<file path="config.mk">
export PLATFORM = sky130hd
export DESIGN_NAME = dwc_mac
export DESIGN_NICKNAME = d
export VERILOG_FILES = /design/src/hdl/assert_macros.svh /design/src/hdl/dwc_pkg.sv /design/src/hdl/dwc_mac.sv
export SDC_FILE = /design/constraint.sdc
export NUM_CORES = 1
export LEC_CHECK = 0
export BUFFER_PORTS_ARGS = -buffer_cell sky130_fd_sc_hd__buf_4
export CAP_MARGIN = 20
export CORE_UTILIZATION = 58
export CTS_CLUSTER_DIAMETER = 200
export DETAILED_ROUTE_END_ITERATION = 8
export GPL_TIMING_DRIVEN = 0
export HOLD_SLACK_MARGIN = 0.05
export PLACE_DENSITY = 0.8
export RECOVER_POWER = 50
export SLEW_MARGIN = 20
export SYNTH_ARGS = -nofsm -noshare
export SYNTH_HDL_FRONTEND = slang
export SYNTH_SLANG_ARGS = --single-unit
export TNS_END_PERCENT = 100
</file>
<file path="constraint.sdc">
create_clock -name clk -period 9.4 [get_ports clk]
set_input_delay 1.88 -clock clk [delete_from_list [all_inputs] [get_ports clk]]
set_output_delay 1.88 -clock clk [all_outputs]
set_load 0.01 [all_outputs]
</file>
<file path="src/hdl/assert_macros.svh">
// Assertion helpers shared by the RTL. Both sample on clk and are quiet
// while arst_n is low.
`ifndef ASSERT_MACROS_SVH
`define ASSERT_MACROS_SVH

// The consequent must hold in the same cycle as the antecedent.
`define ASSERT_IMPLIES(lbl, ante, cons, msg) \
	lbl: assert property (@(posedge clk) disable iff (!arst_n) (ante) |-> (cons)) \
		else $error(msg);

// The consequent must hold in the cycle after the antecedent.
`define ASSERT_NEXT(lbl, ante, cons, msg) \
	lbl: assert property (@(posedge clk) disable iff (!arst_n) (ante) |=> (cons)) \
		else $error(msg);

`endif

</file>
<file path="src/hdl/dwc_pkg.sv">
`timescale 1ns / 1ps
`default_nettype none

package dwc_pkg;

	localparam int DEF_MAX_WIDTH  = 1024;
	localparam int DEF_MAX_HEIGHT = 1024;
	localparam int TAPS           = 9;

	localparam logic [2:0] REG_IMAGE_WIDTH   = 3'd0;
	localparam logic [2:0] REG_IMAGE_HEIGHT  = 3'd1;
	localparam logic [2:0] REG_PAD_ROWS_TOP  = 3'd2;
	localparam logic [2:0] REG_PAD_COLS_LEFT = 3'd3;
	localparam logic [2:0] REG_STRIDE_TWO    = 3'd4;
	localparam logic [2:0] REG_RESULT_WIDTH  = 3'd5;
	localparam logic [2:0] REG_RESULT_HEIGHT = 3'd6;

	localparam logic FUNC_COEF  = 1'b0;
	localparam logic FUNC_PIXEL = 1'b1;

	typedef logic signed [15:0] word_t;

	typedef struct packed {
		logic              func;
		logic [3:0]        coef_index;
		logic signed [15:0] coef_value;
		logic signed [15:0] pixel;
	} item_t;

	typedef struct packed {
		logic signed [34:0] window_sum;
		logic [9:0]         out_row;
		logic [9:0]         out_col;
		logic               last;
	} result_t;

	typedef struct packed {
		logic rd;
		logic wr;
		logic bank;
	} mem_req_t;

	typedef struct packed {
		logic start;
		logic take;
	} mac_ctl_t;

	typedef struct packed {
		logic running;
		logic done;
	} mac_stat_t;

	// A dimension register of zero counts as one; above the limit it is the limit.
	function automatic logic [10:0] clamp_dim(input logic [10:0] v, input int hi);
		if (v == 11'd0) begin
			return 11'd1;
		end
		if ({21'd0, v} > 32'(hi)) begin
			return 11'(hi);
		end
		return v;
	endfunction

	function automatic logic [1:0] clamp_pad(input logic [1:0] p);
		return (p == 2'd3) ? 2'd2 : p;
	endfunction

	// True when the window whose last in-image pixel along this axis sits at p,
	// with the window offset t, starts on a stride point below the limit.
	function automatic logic org_ok(input logic [15:0] p, input logic p_last,
			input logic [1:0] t, input logic [1:0] pad, input logic s2,
			input logic [15:0] lim);
		logic [17:0] q;
		logic [16:0] id;
		q = 18'(p) + 18'(t) + 18'(pad) - 18'd2;
		id = s2 ? q[17:1] : q[16:0];
		return (t == 2'd0 || p_last) && !q[17] && (!s2 || !q[0]) && (id < {1'b0, lim});
	endfunction

	function automatic logic [9:0] org_idx(input logic [15:0] p, input logic [1:0] t,
			input logic [1:0] pad, input logic s2);
		logic [17:0] q;
		q = 18'(p) + 18'(t) + 18'(pad) - 18'd2;
		return s2 ? q[10:1] : q[9:0];
	endfunction

	function automatic logic [1:0] first_set(input logic [2:0] m);
		return m[0] ? 2'd0 : (m[1] ? 2'd1 : 2'd2);
	endfunction

	// Returns {found, index} of the lowest set bit above position t.
	function automatic logic [2:0] next_set(input logic [2:0] m, input logic [1:0] t);
		logic [2:0] hi;
		case (t)
			2'd0: hi = m & 3'b110;
			2'd1: hi = m & 3'b100;
			default: hi = 3'b000;
		endcase
		return {|hi, first_set(hi)};
	endfunction

endpackage

`default_nettype wire

</file>
<file path="src/hdl/dwc_mac.sv">
`timescale 1ns / 1ps
`default_nettype none

// One multiply-accumulate unit that walks the nine taps, one per cycle.
module dwc_mac import dwc_pkg::*; (
	input  logic               clk,
	input  logic               arst_n,
	input  mac_ctl_t           ctl,
	input  word_t              coef [TAPS],
	input  word_t              opnd [TAPS],
	output mac_stat_t          stat,
	output logic signed [34:0] sum
);

	localparam logic [3:0] LAST_TAP = 4'(TAPS);

	logic [3:0]         tap_q;
	logic               run_q;
	logic signed [31:0] prod_q;
	logic signed [34:0] acc_q;

	assign stat.running = run_q;
	assign stat.done    = run_q && (tap_q == LAST_TAP);
	assign sum          = acc_q + 35'(prod_q);

	always_ff @(posedge clk or negedge arst_n) begin
		if (!arst_n) begin
			tap_q <= '0;
			run_q <= 1'b0;
		end else if (ctl.start) begin
			tap_q <= '0;
			run_q <= 1'b1;
		end else if (run_q && tap_q != LAST_TAP) begin
			tap_q <= tap_q + 4'd1;
		end else if (stat.done && ctl.take) begin
			run_q <= 1'b0;
		end
	end

	// The product is registered; it joins the sum in the cycle after.
	always_ff @(posedge clk) begin
		if (ctl.start) begin
			acc_q <= '0;
		end else if (run_q && tap_q != LAST_TAP) begin
			prod_q <= 32'(coef[tap_q]) * 32'(opnd[tap_q]);
			if (tap_q != 4'd0) begin
				acc_q <= acc_q + 35'(prod_q);
			end
		end
	end

endmodule

`default_nettype wire

</file>
# ---- Word-level counts from Yosys, hierarchy flattened
# Index checks and enable logic that the tools add are counted.
# Widths: inputs -> output; s select.
dict set report classes {
  magnitude_cmp 1
  n_addsub 2
  n_eq_ne 3
  mul 1
  reduce_logical 9
  bitwise_logic 2
  mux 11
}
# op count
set op_table {}
lappend op_table {{$bmux 16 s4} 2}
lappend op_table {{$mux 16} 4}
lappend op_table {{$add 35x32->35} 1}
lappend op_table {{$mul 16x16->32} 1}
lappend op_table {{$mux 4} 2}
lappend op_table {{$reduce_and 2->1} 3}
lappend op_table {{$ge 5x5->1 const B} 1}
lappend op_table {{$not 4->5} 1}
lappend op_table {{$add 4x1->4 const B} 1}
lappend op_table {{$eq 4x4->1 const B} 1}
lappend op_table {{$ne 4x4->1 const B} 1}
lappend op_table {{$reduce_bool 2->1} 2}
lappend op_table {{$reduce_bool 4->1} 1}
lappend op_table {{$logic_and 1x1->1} 3}
lappend op_table {{$mux 1} 3}
lappend op_table {{$ne 2x2->1 const B} 1}
lappend op_table {{$not 1->1} 1}
dict set report word_totals {
  regBits 72
  elab_cells 33
  input_bits 292
}

# ---- Longest topological paths before layout
dict set report depth {
  word_depth 6
  depth_mapped 32
}

# ---- Worst setup path before layout
# Ideal clock, no wire load.
dict set report synth_path {
  path_kind {input to register}
  start {input port opnd[18] (netlist name)}
  end {register prod_q[28] (data pin)}
  required_ps 9140
  setup_slack_ps 962
  arrival_ps 8178
  setup_time_ps 260
  path_stages 25
  path_buffers 1
  path_cell_list {mux4_2 mux2i_1 nor2_1 a21oi_1 clkbuf_1 nor2_1 fa_1 inv_1 fa_1 fa_1 fa_1 inv_1 fa_1 inv_1 fa_1 inv_1 ha_1 and4_1 a221oi_1 nand3b_1 a21oi_1 a2111o_1 a31o_1 a21oi_1 xnor2_1}
}
dict set report synth_between {
  elab_chain_cells 4
}
# item line_no
set synth_lines {}
lappend synth_lines {{start, declared} dwc_mac.sv:10} ;# input word_t opnd [TAPS],
lappend synth_lines {{$bmux 16 s4} dwc_mac.sv:45} ;# prod_q <= 32'(coef[tap_q]) * 32'(opnd[tap_q]);
lappend synth_lines {{$mux 16 (implied by the code) (2 in a row)} dwc_mac.sv:45}
lappend synth_lines {{$mul 16x16->32} dwc_mac.sv:45}
lappend synth_lines {{end signal, assigned} dwc_mac.sv:45}
lappend synth_lines {{end, declared} dwc_mac.sv:19} ;# logic signed [31:0] prod_q;
# Every way passes these cells. The select of a mux whose other input is x is not followed.
# A chain may end at the register's enable or synchronous reset.

# ---- Worst setup path after layout
dict set report layout_path {
  start {input port opnd[86] (netlist name)}
  end {register prod_q[30] (data pin)}
}
# Same word-level chain as after synthesis.

==> metrics.md <==
| Metric | Value |
|---|---|
| Total Routing Usage GR | 37.90% |
| Mux cell area share after synthesis | 10.95% |
| Number of hold buffers added after cts | 0 |
| I/O Pins | 329 |
| Grt ovf | 0 |
| Initial Utilization | 58.89% |
| First-pass GRT wire length | 82260 um |
| CTS tree | yes |
| FP Rows | 61 |
| Max-cap violations | 1 |
| RSZ-0062 raised after global routing | false |
| DR iter-0 viols | 1066 |
| Worst-skew pair later-pin latency | 330 ps |
| Post-Syn Area | 0.01632 mm2 |
| Vias | 14510 |
| Worst hold path class | register to register |
| Final setup margin | 345.1 ps |
| Post-synth top area cell | fa_1 |
| Top post-synthesis cells by area | fa_1 32%, ha_1 9.1%, mux4_2 8.8% |
| Vias per cell | 5.811 |
| Critical path type | primary input to register |
| Synth async-reset ratio | 6.944% |
| DRC | 0 |
| Routed length per placed instance | roughly 21 um |
| WP data arrival | roughly 9200 ps |
| Pre-CTS WS | -359.0 ps |
| Period utilisation layout | 96.33% |
| Synth Register Bits | 72 |
| Die Y | 169.7 um |
| Post-synthesis sequential area ratio | 10.95% |
| Worst hold margin | 461.3 ps |
| Synth unique cells | 74 |
| Largest delay contributor family on the critical path | adder cells |
| Routability Congestion | 0.9967 |
| Slowest CP cell | fa_1 |
| CP max stage delay | around 540 ps |
| CTS Buf Count | 9 |
| Synth Net Count | 2449 |
| Synth warnings | 0 |
| Antenna cells | 0 |
| Area grow syn2layout | 19.86% |
| DPL Wire Length | about 44000 um |
| R2r setup slk | roughly 640 ps |
| Clock Skews | 9.764 ps |
| Vias in the first global route | 15470 |
| Endpoint type of the worst setup path | register |
| DR pass1 iterations | 5 |
| Clk sink count | 72 |
| XOR/XNOR share of the synthesized area | about 3.7% |
| Most used cell, CP | fa_1 |
| Initial antenna violation count | 0 |
| Primary FF master, synth | dfxtp_1 |
| Clock slew at reported path FFs | 60 ps |
| Avg Cell Area, Syn | 9.192 um2 |
| Detailed Route WL | 51810 um |
| Largest net degree at the start of global routing | 30 |
| Fin crit period | 9055 ps |
| Placeable Area | 0.02771 mm2 |
| Failing checks | capacitance limit, slew limit |
| I/O Buffers | 327 |
| CTS H-tree lvls | 3 |
| CP Launch Type | primary input |
| Die area | between 0.02 and 0.03 mm2 |
| Final-report max-slew violation count | 30 |
| Post-synth top area share | 32.27% |
| Share of layout cells above drive strength 1 | 21.85% |
| CTS root buffer | clkbuf_16 |
| Final Setup Violations | 0 |
| Count leader, synth | inv_1 |
| Die Wd | 169.7 um |
| Simple-gate share of the synthesized area | a little over an eighth |
| Endpoints failing hold | 0 |
| Final ANT Viol Nets | 0 |
| Nets | 2788 |
| Adder-cell share of the synthesized area | between 40% and 50% |
| Most frequent cells after synthesis | 342 x inv_1, 263 x fa_1, 207 x nor2_1 |
| Synth Area in Compound Gates | 10.08% |
| Number of synthesized flops with an enable pin | 32 |
| Max-slew headroom | -1.073% |
| CP required | 9530 ps |
| Synth Instances | 1775 |
| Crit path max fanout | 10 |
| Main combinational cell family by area after synthesis | adder cells |
| Clock Path Buffers | 2 |
| Util after Layout | about 70% |
| Status | finished with violations |
| Maximum clock frequency | 110.4 MHz |
| Tightest Pin Transition | about 1500 ps |
| Worst Path Buf+Inv | 6 |
==> kinds of logic after synthesis <==
family,Yosys count
xor gates and xnor gates,68
buffers and inverters,416
and+or+nand+nor,493
muxes,98
AOI/OAI and AO/OA,246
adders and majority gates,382
DFF,72
==> stage by stage <==
step           std cells  setup TNS (ps)  cell area [um2]
6_report            2497               0            19560
5_1_grt             2497               0            19560
4_1_cts             2497               0            19600
3_5_place_dp        2481           -1224            19270
3_3_place_gp        2480          -918.6            19240
2_1_floorplan       1775               0            16320
==> tightest hold or removal path, cell delays in order (launching register included) <==
cell	delay, ps
dfxtp_1	310
nand2_1	50
a21oi_1	50
==> layer usage <==
metal	vias up	global-route usage (%)	routed length, um
met3	166	5.084	3716
met5	-	0	0
met4	0	21.43	3291
met2	714	63.15	24710
met1	7213	47.67	20100
li1	6417	-	-
==> sequential cells by signal, summed over array words and instances (netlist names) <==
register and count:
acc_q 35, run_q 1, tap_q 4, prod_q 32
==> cell usage in the layout (no fill, tap or decap), types with 5 or more instances in the layout <==
| cell | netlist | final |
|---|---|---|
| buf_2 | 14 | 13 |
| o21ai_0 | 32 | 33 |
| edfxtp_1 | 32 | 32 |
| inv_1 | 342 | 342 |
| o211ai_1 | 3 | 5 |
| clkbuf_2 | 1 | 8 |
| nor2b_1 | 7 | 7 |
| dfxtp_1 | 35 | 35 |
| xnor2_1 | 47 | 47 |
| mux4_2 | 64 | 64 |
| xor2_1 | 20 | 20 |
| nand3_1 | 18 | 18 |
| dfrtp_1 | 5 | 5 |
| nand2b_1 | 19 | 19 |
| nand2_1 | 169 | 170 |
| o21ai_1 | 8 | 7 |
| and3_1 | 13 | 13 |
| or2_2 | 18 | 18 |
| ha_1 | 119 | 119 |
| a21o_1 | 25 | 25 |
| a21oi_1 | 90 | 80 |
| clkbuf_16 | 0 | 9 |
| a211oi_1 | 8 | 8 |
| a21oi_2 | 0 | 10 |
| fa_1 | 263 | 263 |
| o21bai_1 | 9 | 9 |
| buf_4 | 1 | 325 |
| a31oi_1 | 6 | 6 |
| buf_1 | 11 | 10 |
| clkbuf_1 | 47 | 46 |
| nor2_1 | 207 | 207 |
| o21a_1 | 18 | 18 |
| mux2i_1 | 33 | 33 |
| nor3_1 | 11 | 11 |
==> repair_timing <==
item                                   4_1_cts  5_1_grt
buffers inserted                             0        0
endpoints found under the hold margin        0        0
resized for setup                            4       22
setup endpoints to repair                    2        6
==> final timing paths <==
check / endpoint / start / cells past startpoint
max: prod_q[30] / opnd[86] / 26
min: acc_q[0] / acc_q[0] / 2
min in group asynchronous: tap_q[1] / arst_n / 1
min reg2reg: acc_q[0] / acc_q[0] / 2
max in group asynchronous: run_q / arst_n / 1
max reg2reg: prod_q[30] / tap_q[3] / 27
==> cell type report <==
cell class,instances,area [um2]
well taps,378,473.0
multi-input cells,1287,12940
clock buffers,10,229.0
plain buffers,74,307.8
flip-flops and latches,72,1787
repair buffers,328,2451
clock inverters,6,82.58
inverters,342,1284
fillers,2200,8149
Power is left out: the tool's default activity adds up to more than one toggle a clock period on the data nets, which glitch-free logic cannot reach.
